==> src/rtl/gcl_pkg.sv <==
// ----------------------------------------------------------------------------
// gcl_pkg
// Shared types and constants for the gcd / lcm unit: operand range limits,
// divider sizing, and the command and status groups between the controller
// and the datapath.
// ----------------------------------------------------------------------------
package gcl_pkg;

   // port widths of the operands and the lcm
   localparam int DATA_WIDTH    = 32;
   localparam int WIDE_WIDTH    = 2 * DATA_WIDTH;

   // operand range limits
   localparam int OPERAND_WIDTH = 32;
   localparam logic [DATA_WIDTH-1:0] OPERAND_MAX =
      DATA_WIDTH'((64'd1 << OPERAND_WIDTH) - 64'd1);
   localparam logic [DATA_WIDTH-1:0] MIN_OPERAND = DATA_WIDTH'(2);

   // restoring divider, one quotient bit per cycle
   localparam int DIV_STEPS      = DATA_WIDTH;
   localparam int DIV_CNT_WIDTH  = $clog2(DIV_STEPS);
   localparam logic [DIV_CNT_WIDTH-1:0] DIV_LAST_COUNT = DIV_CNT_WIDTH'(DIV_STEPS - 1);

   // controller to datapath commands
   typedef struct packed {
      logic load;           // capture operands into x, y, a, b
      logic start_mod;      // start divider: x / y
      logic start_lcm;      // start divider: a / x
      logic div_step;       // one divider iteration
      logic euclid_update;  // x <= y, y <= remainder
      logic publish_ok;     // load gcd and lcm into the output register
      logic publish_err;    // load range error result into the output register
   } cmd_type;

   // datapath to controller status
   typedef struct packed {
      logic range_bad;      // an operand is out of range
      logic y_zero;         // euclid loop finished
      logic div_last;       // divider is on its final iteration
   } status_type;

endpackage

==> src/rtl/gcd_lcm_unit.sv <==
// ----------------------------------------------------------------------------
// gcd_lcm_unit
// Greatest common divisor by euclid's remainder method and least common
// multiple as (a / gcd) * b with a full 64-bit result. One request at a
// time: every euclid remainder and the final a / gcd go through one
// shared restoring divider at one quotient bit per cycle, followed by a
// combinational multiply into the output register. An operand below 2
// gives a range error with zero results. The next request is taken while
// a finished result waits in the output register.
// ----------------------------------------------------------------------------
module gcd_lcm_unit
   import gcl_pkg::*;
(
   input  logic                  clock,
   input  logic                  reset,
   input  logic                  req_valid,
   output logic                  req_stall,
   input  logic [DATA_WIDTH-1:0] req_operand_a,
   input  logic [DATA_WIDTH-1:0] req_operand_b,
   output logic                  rsp_valid,
   input  logic                  rsp_stall,
   output logic [DATA_WIDTH-1:0] rsp_divisor_out,
   output logic [WIDE_WIDTH-1:0] rsp_multiple_out,
   output logic                  rsp_range_error
);

   cmd_type    cmd;
   status_type status;

   // sequencer
   gcl_ctrl u_ctrl (
      .clock     (clock),
      .reset     (reset),
      .req_valid (req_valid),
      .req_stall (req_stall),
      .rsp_valid (rsp_valid),
      .rsp_stall (rsp_stall),
      .status    (status),
      .cmd       (cmd)
   );

   // arithmetic
   gcl_datapath u_datapath (
      .clock        (clock),
      .cmd          (cmd),
      .status       (status),
      .operand_a    (req_operand_a),
      .operand_b    (req_operand_b),
      .divisor_out  (rsp_divisor_out),
      .multiple_out (rsp_multiple_out),
      .range_error  (rsp_range_error)
   );

endmodule

==> src/rtl/gcl_datapath.sv <==
// ----------------------------------------------------------------------------
// gcl_datapath
// Operand registers, euclid registers, shared restoring divider, the lcm
// multiplier and the result register.
// ----------------------------------------------------------------------------
module gcl_datapath
   import gcl_pkg::*;
(
   input  logic                  clock,
   input  cmd_type               cmd,
   output status_type            status,
   input  logic [DATA_WIDTH-1:0] operand_a,
   input  logic [DATA_WIDTH-1:0] operand_b,
   output logic [DATA_WIDTH-1:0] divisor_out,
   output logic [WIDE_WIDTH-1:0] multiple_out,
   output logic                  range_error
);

   logic [DATA_WIDTH-1:0]    a_ff, b_ff, x_ff, y_ff;
   logic [DATA_WIDTH-1:0]    rem_ff, quo_ff, dsr_ff;
   logic [DIV_CNT_WIDTH-1:0] cnt_ff;
   logic [DATA_WIDTH-1:0]    rem_in, quo_in;
   logic [DATA_WIDTH:0]      shifted;
   logic [DATA_WIDTH:0]      diff;
   logic [WIDE_WIDTH-1:0]    product;
   logic [DATA_WIDTH-1:0]    divisor_ff;
   logic [WIDE_WIDTH-1:0]    multiple_ff;
   logic                     error_ff;

   // operand range check on the captured operands
   assign status.range_bad = (a_ff < MIN_OPERAND) || (b_ff < MIN_OPERAND) ||
                             (a_ff > OPERAND_MAX) || (b_ff > OPERAND_MAX);
   assign status.y_zero    = (y_ff == '0);
   assign status.div_last  = (cnt_ff == DIV_LAST_COUNT);

   // one restoring divide iteration
   always_comb begin
      shifted = {rem_ff, quo_ff[DATA_WIDTH-1]};
      diff    = shifted - {1'b0, dsr_ff};
      if (!diff[DATA_WIDTH]) begin
         rem_in = diff[DATA_WIDTH-1:0];
         quo_in = {quo_ff[DATA_WIDTH-2:0], 1'b1};
      end else begin
         rem_in = shifted[DATA_WIDTH-1:0];
         quo_in = {quo_ff[DATA_WIDTH-2:0], 1'b0};
      end
   end

   // (a / gcd) * b
   assign product = quo_ff * b_ff;

   // operand and euclid registers
   always_ff @(posedge clock) begin
      if (cmd.load) begin
         a_ff <= operand_a;
         b_ff <= operand_b;
         x_ff <= operand_a;
         y_ff <= operand_b;
      end else if (cmd.euclid_update) begin
         x_ff <= y_ff;
         y_ff <= rem_ff;
      end
   end

   // shared divider
   always_ff @(posedge clock) begin
      if (cmd.start_mod) begin
         quo_ff <= x_ff;
         dsr_ff <= y_ff;
         rem_ff <= '0;
         cnt_ff <= '0;
      end else if (cmd.start_lcm) begin
         quo_ff <= a_ff;
         dsr_ff <= x_ff;
         rem_ff <= '0;
         cnt_ff <= '0;
      end else if (cmd.div_step) begin
         quo_ff <= quo_in;
         rem_ff <= rem_in;
         cnt_ff <= cnt_ff + 1'b1;
      end
   end

   // result register
   always_ff @(posedge clock) begin
      if (cmd.publish_ok) begin
         divisor_ff  <= x_ff;
         multiple_ff <= product;
         error_ff    <= 1'b0;
      end else if (cmd.publish_err) begin
         divisor_ff  <= '0;
         multiple_ff <= '0;
         error_ff    <= 1'b1;
      end
   end

   assign divisor_out  = divisor_ff;
   assign multiple_out = multiple_ff;
   assign range_error  = error_ff;

endmodule

==> src/rtl/gcl_ctrl.sv <==
// ----------------------------------------------------------------------------
// gcl_ctrl
// Sequencer for the gcd / lcm unit: runs the euclid remainder loop and the
// lcm divide on the shared divider, and owns both handshakes.
// ----------------------------------------------------------------------------
module gcl_ctrl
   import gcl_pkg::*;
(
   input  logic       clock,
   input  logic       reset,
   input  logic       req_valid,
   output logic       req_stall,
   output logic       rsp_valid,
   input  logic       rsp_stall,
   input  status_type status,
   output cmd_type    cmd
);

   typedef enum logic [5:0] {
      ST_IDLE    = 6'b000001,
      ST_CHECK   = 6'b000010,
      ST_DIV_MOD = 6'b000100,
      ST_EUCLID  = 6'b001000,
      ST_DIV_LCM = 6'b010000,
      ST_MULT    = 6'b100000
   } state_type;

   state_type state_ff, state_in;
   logic      rsp_valid_ff, rsp_valid_in;
   logic      out_free;

   // output register can take a new result
   assign out_free  = !rsp_valid_ff || !rsp_stall;
   assign req_stall = (state_ff != ST_IDLE);
   assign rsp_valid = rsp_valid_ff;

   // next state and commands
   always_comb begin
      state_in = state_ff;
      cmd      = '0;
      unique case (state_ff)
         ST_IDLE: begin
            if (req_valid) begin
               cmd.load = 1'b1;
               state_in = ST_CHECK;
            end
         end
         ST_CHECK: begin
            if (status.range_bad) begin
               if (out_free) begin
                  cmd.publish_err = 1'b1;
                  state_in        = ST_IDLE;
               end
            end else if (status.y_zero) begin
               cmd.start_lcm = 1'b1;
               state_in      = ST_DIV_LCM;
            end else begin
               cmd.start_mod = 1'b1;
               state_in      = ST_DIV_MOD;
            end
         end
         ST_DIV_MOD: begin
            cmd.div_step = 1'b1;
            if (status.div_last) state_in = ST_EUCLID;
         end
         ST_EUCLID: begin
            cmd.euclid_update = 1'b1;
            state_in          = ST_CHECK;
         end
         ST_DIV_LCM: begin
            cmd.div_step = 1'b1;
            if (status.div_last) state_in = ST_MULT;
         end
         ST_MULT: begin
            if (out_free) begin
               cmd.publish_ok = 1'b1;
               state_in       = ST_IDLE;
            end
         end
         default: state_in = ST_IDLE;
      endcase
   end

   // result valid flag
   always_comb begin
      rsp_valid_in = rsp_valid_ff && rsp_stall;
      if (cmd.publish_ok || cmd.publish_err) rsp_valid_in = 1'b1;
   end

   always_ff @(posedge clock) begin
      if (reset) begin
         state_ff     <= ST_IDLE;
         rsp_valid_ff <= 1'b0;
      end else begin
         state_ff     <= state_in;
         rsp_valid_ff <= rsp_valid_in;
      end
   end

endmodule

==> config.mk <==
export PLATFORM = sky130hd
export DESIGN_NAME = gcd_lcm_unit
export DESIGN_NICKNAME = d
export VERILOG_FILES = /design/src/rtl/gcl_pkg.sv /design/src/rtl/gcd_lcm_unit.sv /design/src/rtl/gcl_datapath.sv /design/src/rtl/gcl_ctrl.sv
export SDC_FILE = /design/constraint.sdc
export NUM_CORES = 2
export LEC_CHECK = 0
export BUFFER_PORTS_ARGS = -buffer_cell sky130_fd_sc_hd__buf_2
export CAP_MARGIN = 10
export CORE_ASPECT_RATIO = 1.5
export CORE_MARGIN = 1
export CORE_UTILIZATION = 60
export CTS_CLUSTER_SIZE = 28
export DETAILED_ROUTE_END_ITERATION = 16
export HOLD_SLACK_MARGIN = 0.03
export PLACE_DENSITY = 0.73
export SLEW_MARGIN = 0
export SYNTH_ARGS = -nofsm -noshare
export SYNTH_HDL_FRONTEND = slang
export SYNTH_SLANG_ARGS = --single-unit
==> constraint.sdc <==
create_clock -name clock -period 10.23 [get_ports clock]
set_clock_uncertainty 0.05 [all_clocks]
set_input_delay 0 -clock clock [delete_from_list [all_inputs] [get_ports clock]]
set_output_delay 0 -clock clock [all_outputs]
set_load 0.01 [all_outputs]
Yosys cells after proc, flatten, opt, wreduce, memory -nomap -nowiden. Cells that the tools add are included.

Register bits: 333. Output and inout port bits: 99.

Equal/unequal tests: 11. Reduce and logical (&&, ||, !) cells: 16. Multipliers: 1. Magnitude comparators: 4. Add/sub/neg operators: 2. Mux-type cells: 35.

Operators with widths (number): 32-bit 2-to-1 mux (12); 64-bit 2-to-1 mux (2); 32-bit > comparator, second input constant (2); 32-bit by 2-bit < comparator with 1-bit output, second input constant (2); 32-bit by 32-bit multiplier with 64-bit output (1); 6-bit case mux with 6 select lines (1); 33-bit by 32-bit subtractor with 33-bit output (1); 32-bit logical NOT (1); 6-bit 2-to-1 mux (5); 1-bit 2-to-1 mux (12); 6-bit by 1-bit equality test with 1-bit output, second input constant (1); 6-bit by 2-bit equality test with 1-bit output, second input constant (1); 6-bit by 3-bit equality test with 1-bit output, second input constant (1); 6-bit by 4-bit equality test with 1-bit output, second input constant (1); 6-bit by 5-bit equality test with 1-bit output, second input constant (1); 6-bit equality test, second input constant (1); 2-bit inequality test, second input constant (3); 6-bit by 1-bit inequality test with 1-bit output, second input constant (1); 2-bit nonzero test (3); 5-bit by 1-bit adder with 5-bit output, second input constant (1); 5-bit equality test, second input constant (1); 1-bit logical OR (5); 5-bit 2-to-1 mux (1); 2-bit 2-to-1 mux (2); other kinds (5) (7).

Depth between registers and ports, before layout.
Word-level depth: 8. Gate-level depth with buffers: 28. Mapped depth without buffers: 26.

Cells and area by module. A second synthesis with hierarchy kept.

Cells, all modules: 4938. Area, all modules: 48660.4 sq um.

By module, submodules not included: gcl_datapath (area each 48167.4 sq um, times used 1, sequential area each 9409.0 sq um, cells each 4873); gcl_ctrl (area each 493.0 sq um, times used 1, sequential area each 140.1 sq um, cells each 65).

Least setup slack after synthesis. OpenSTA, ideal clock, no wires.

Path type: register to register. Start: register u_datapath.quo_ff[26]. End: register u_datapath.multiple_ff[63], in the netlist u_datapath.multiple_out[63] (data pin). Stages on the path, launching flop included: 27. Arrival time: 7.112 ns. Clock period less this slack: 7.429 ns. Path slack: 2.801 ns. Cells stage by stage: edfxtp_1 clkbuf_1 and2_1 fa_1 fa_1 inv_1 fa_1 fa_1 inv_1 fa_1 fa_1 fa_1 inv_1 fa_1 inv_1 ha_1 clkbuf_1 a21o_1 a21o_1 a21oi_1 nand4b_1 o21ai_2 o31ai_2 a31o_4 a31o_1 a41oi_1 o41ai_2.

Cells in the longest elaborated chain, start to end: 2.

RTL lines: start: declaration (line gcl_datapath.sv:20) `logic [DATA_WIDTH-1:0] rem_ff, quo_ff, dsr_ff;`; start signal: assignment (line gcl_datapath.sv:78) `quo_ff <= quo_in;`; 32-bit by 32-bit multiplier with 64-bit output (line gcl_datapath.sv:50) `assign product = quo_ff * b_ff;`; 64-bit 2-to-1 mux (line gcl_datapath.sv:86) `if (cmd.publish_ok) begin`; end signal: assignment (line gcl_datapath.sv:88) `multiple_ff <= product;`; end: declaration (line gcl_datapath.sv:27) `logic [WIDE_WIDTH-1:0] multiple_ff;`.

No other way between the ends. A chain may end at the register's enable or synchronous reset.

Worst setup path in the final report.
Start: register u_datapath.b_ff[8]. End: register u_datapath.multiple_ff[62], in the netlist u_datapath.multiple_out[62] (data pin).

Cells in the longest elaborated chain, start to end: 2.

RTL lines: start: declaration (line gcl_datapath.sv:19) `logic [DATA_WIDTH-1:0] a_ff, b_ff, x_ff, y_ff;`; start signal: assignment (line gcl_datapath.sv:56) `b_ff <= operand_b;`; 32-bit by 32-bit multiplier with 64-bit output (line gcl_datapath.sv:50); 64-bit 2-to-1 mux (line gcl_datapath.sv:86).

No other way between the ends.

==> flow_summary.yaml <==
setup_path:
  r2r-start: "u_datapath.b_ff[8]"
  slowest_delay_ns: 1.12
  cp_num_cells: 25
  cp_slowest_cell: "edfxtp_1"
  crit_family: "adder cells"
  required_ns: 10.59
  worst_setup_path_end_kind: "flop"
  arrival_ns: 9.66
  cpMostUsedCell: "fa_1"
  setup.worst_path.start: "u_datapath.b_ff[8]"
  crit_fanout: 25
  r2r_cells: 25
  start_kind: "flop"
  critPathKind: "flop to flop"
  worst-path-buf-inv: 6
synth:
  synthDistinctLibCells: 69
  yosysSeqAreaShare_pct: 19.8
  syn-instance-count: 4810
  synth_edf_count: 288
  synth_top_cell_by_area: "fa_1"
  ys_warn_count: 0
  synth_area_leaders: "fa_1, edfxtp_1, and2_1, ha_1, inv_1"
  syn_nets: 6072
  synth_common_cells: "fa_1, inv_1, and2_1"
  yosysMostFrequentCell: "fa_1"
  ys_ff_latch: 333
  ys_async_sr_fraction_pct: 0
  avgSynthCellArea_sq_um: 10.0
  syn-cell-area_sq_mm: 0.0481
  ys_dominant_reg_cell: "edfxtp_1"
  synth_top_area_share_pct: 37.3
finish:
  fill_cells: 6232
  final_layout_size_suffix_gt1_share_pct: 8.87
  final_nets: 6189
  area.growth.synth_to_final_pct: 7.94
die:
  core_area_sq_mm: 0.0790
  row_count: 126
  dieArea_sq_mm: 0.0813
  initial_utilization_pct: 60.9
  die_y_microns: 349
  io_pins: 167
  die_w_microns: 233
min_path:
  holdPathStages: 2
  worstHoldPathType: "primary input to flop"
  hold_start: "req_operand_a[14]"
sta:
  fin_tns_setup_ns: 0
  period_needed_ns: 9.30
  finalSetupViolCount: 0
  fin_crit_sh_pct: 90.9
  tightest_slew_ns: 1.30
  slew_violations: 0
  maxSlewHeadroom_pct: 13.6
  rsz0062_at_grt: "no"
  hold_violations: 0
  max_freq_mhz: 108
clocking:
  cts.path.max_buffers: 3
  clock-sinks: 333
  cts_tree: "built"
  path_clk_slew_ns: 0.07
  numCtsBuffers: 31
  insertion_delay_ns: 0.66
  root_buffer: "clkbuf_16"
  ctsHtreeMaxLevel: 1
drt:
  via_count: 35300
  wirelength_microns: 141000
  drt_iter0_drc: 3093
  wire_per_inst_microns: 23.5
  ant_nets: 0
  dr.pass1.iters: 6
  drc: 0
  routed_via_density: 5.91
placed_design:
  post-dp-hpwl_microns: 109000
  gp_congestion: 0.976
  port_buffers: 166
flow_run:
  maxCapViolCount: 0
outcome:
  outcome: "finished, final reports clean"
grt:
  grt_pass1_vias: 37900
  grt_pass1_wl_microns: 216000
  antenna_found_initial: 3
  overflow: 0
  grt_max_degree: 88
  grt_usage_pct: 35.7
## state kept, by name, indices dropped and copies added, names as in the netlist
signal	count
u_datapath.dsr_ff	32
u_datapath.divisor_out	32
u_datapath.rem_ff	32
u_datapath.x_ff	32
u_ctrl.rsp_valid	1
u_datapath.quo_ff	32
u_datapath.a_ff	32
u_ctrl.state_ff	6
u_datapath.cnt_ff	5
u_datapath.y_ff	32
u_datapath.range_error	1
u_datapath.b_ff	32
u_datapath.multiple_out	64
## per-stage QoR
stage | std cells | hold WS, ns | worst slack [ns] | util (%) | instance area, sq um
after floorplan | 4810 | 0.0191 | 2.80 | - | 48100
after global placement | 5828 | 0.141 | 0.796 | 63.3 | 50000
after detailed placement | 5829 | 0.141 | 1.07 | 63.3 | 50000
after CTS | 5976 | 0.0314 | 1.09 | 65.7 | 51900
after global routing | 5978 | 0.0459 | 0.732 | 65.8 | 51900
final | 5978 | 0.0477 | 0.928 | 65.8 | 51900
## routing by layer
metal / part of all wire, % / GRT usage, %
met1: 35 / 41.3
met2: 50 / 60.2
met3: 8.4 / 7.02
met4: 7.5 / 22.9
met5: 0.013 / 0
## cells by family after synthesis
group,after synthesis,share of synthesized area [%]
multiplexers,151,3.39
XOR/XNOR,92,1.67
AND/OR/NAND/NOR,1465,15.6
AO/OA/AOI/OAI,410,5.34
flip-flops,333,19.8
adder cells (fa/ha/maj),1194,45.0
buffers and inverters,1165,9.15
## path summary, 6_finish.rpt
| path | endpoint | slack (ns) |
|---|---|---|
| worst max-delay path | u_datapath.multiple_out[62] | 0.93 |
| worst max register to register | u_datapath.multiple_out[62] | 0.93 |
| worst min register to register | u_datapath.cnt_ff[4] | 0.42 |
| worst min-delay path | u_datapath.a_ff[14] | 0.05 |
## timing repair
item	CTS	global route
hold buffers	89	0
hold endpoints to repair	151	0
buffers inserted	0	0
gates resized for setup	0	0
## final cells by class
type                       instances  area, sq um  area share (%)
multi-input combinational       3312        34300            66.0
sequential                       333         9550            18.4
inverter                         894         3360            6.46
timing repair buffer             355         2470            4.75
tap                             1024         1280            2.47
clock buffer                      44          875            1.68
clock inverter                    14          143           0.275
antenna                            2         5.00         0.00964
## layout by cell type, fill, tap and decap left out, types with 45 or more instances in the layout
cell type / synthesis / layout
edfxtp_1: 288 / 288
dfxtp_1: 45 / 45
inv_1: 894 / 894
a21oi_1: 162 / 159
o21ai_0: 60 / 59
nor2_1: 145 / 142
mux2i_1: 56 / 56
buf_4: 3 / 99
xnor2_1: 52 / 52
and2_1: 638 / 638
dlygate4sd3_1: 0 / 89
fa_1: 897 / 897
ha_1: 297 / 297
mux2_2: 95 / 95
buf_2: 5 / 166
nand2_1: 519 / 518
Power is not shown: default switching activity piles up to over one toggle a cycle in this logic, so the estimate is an artifact.
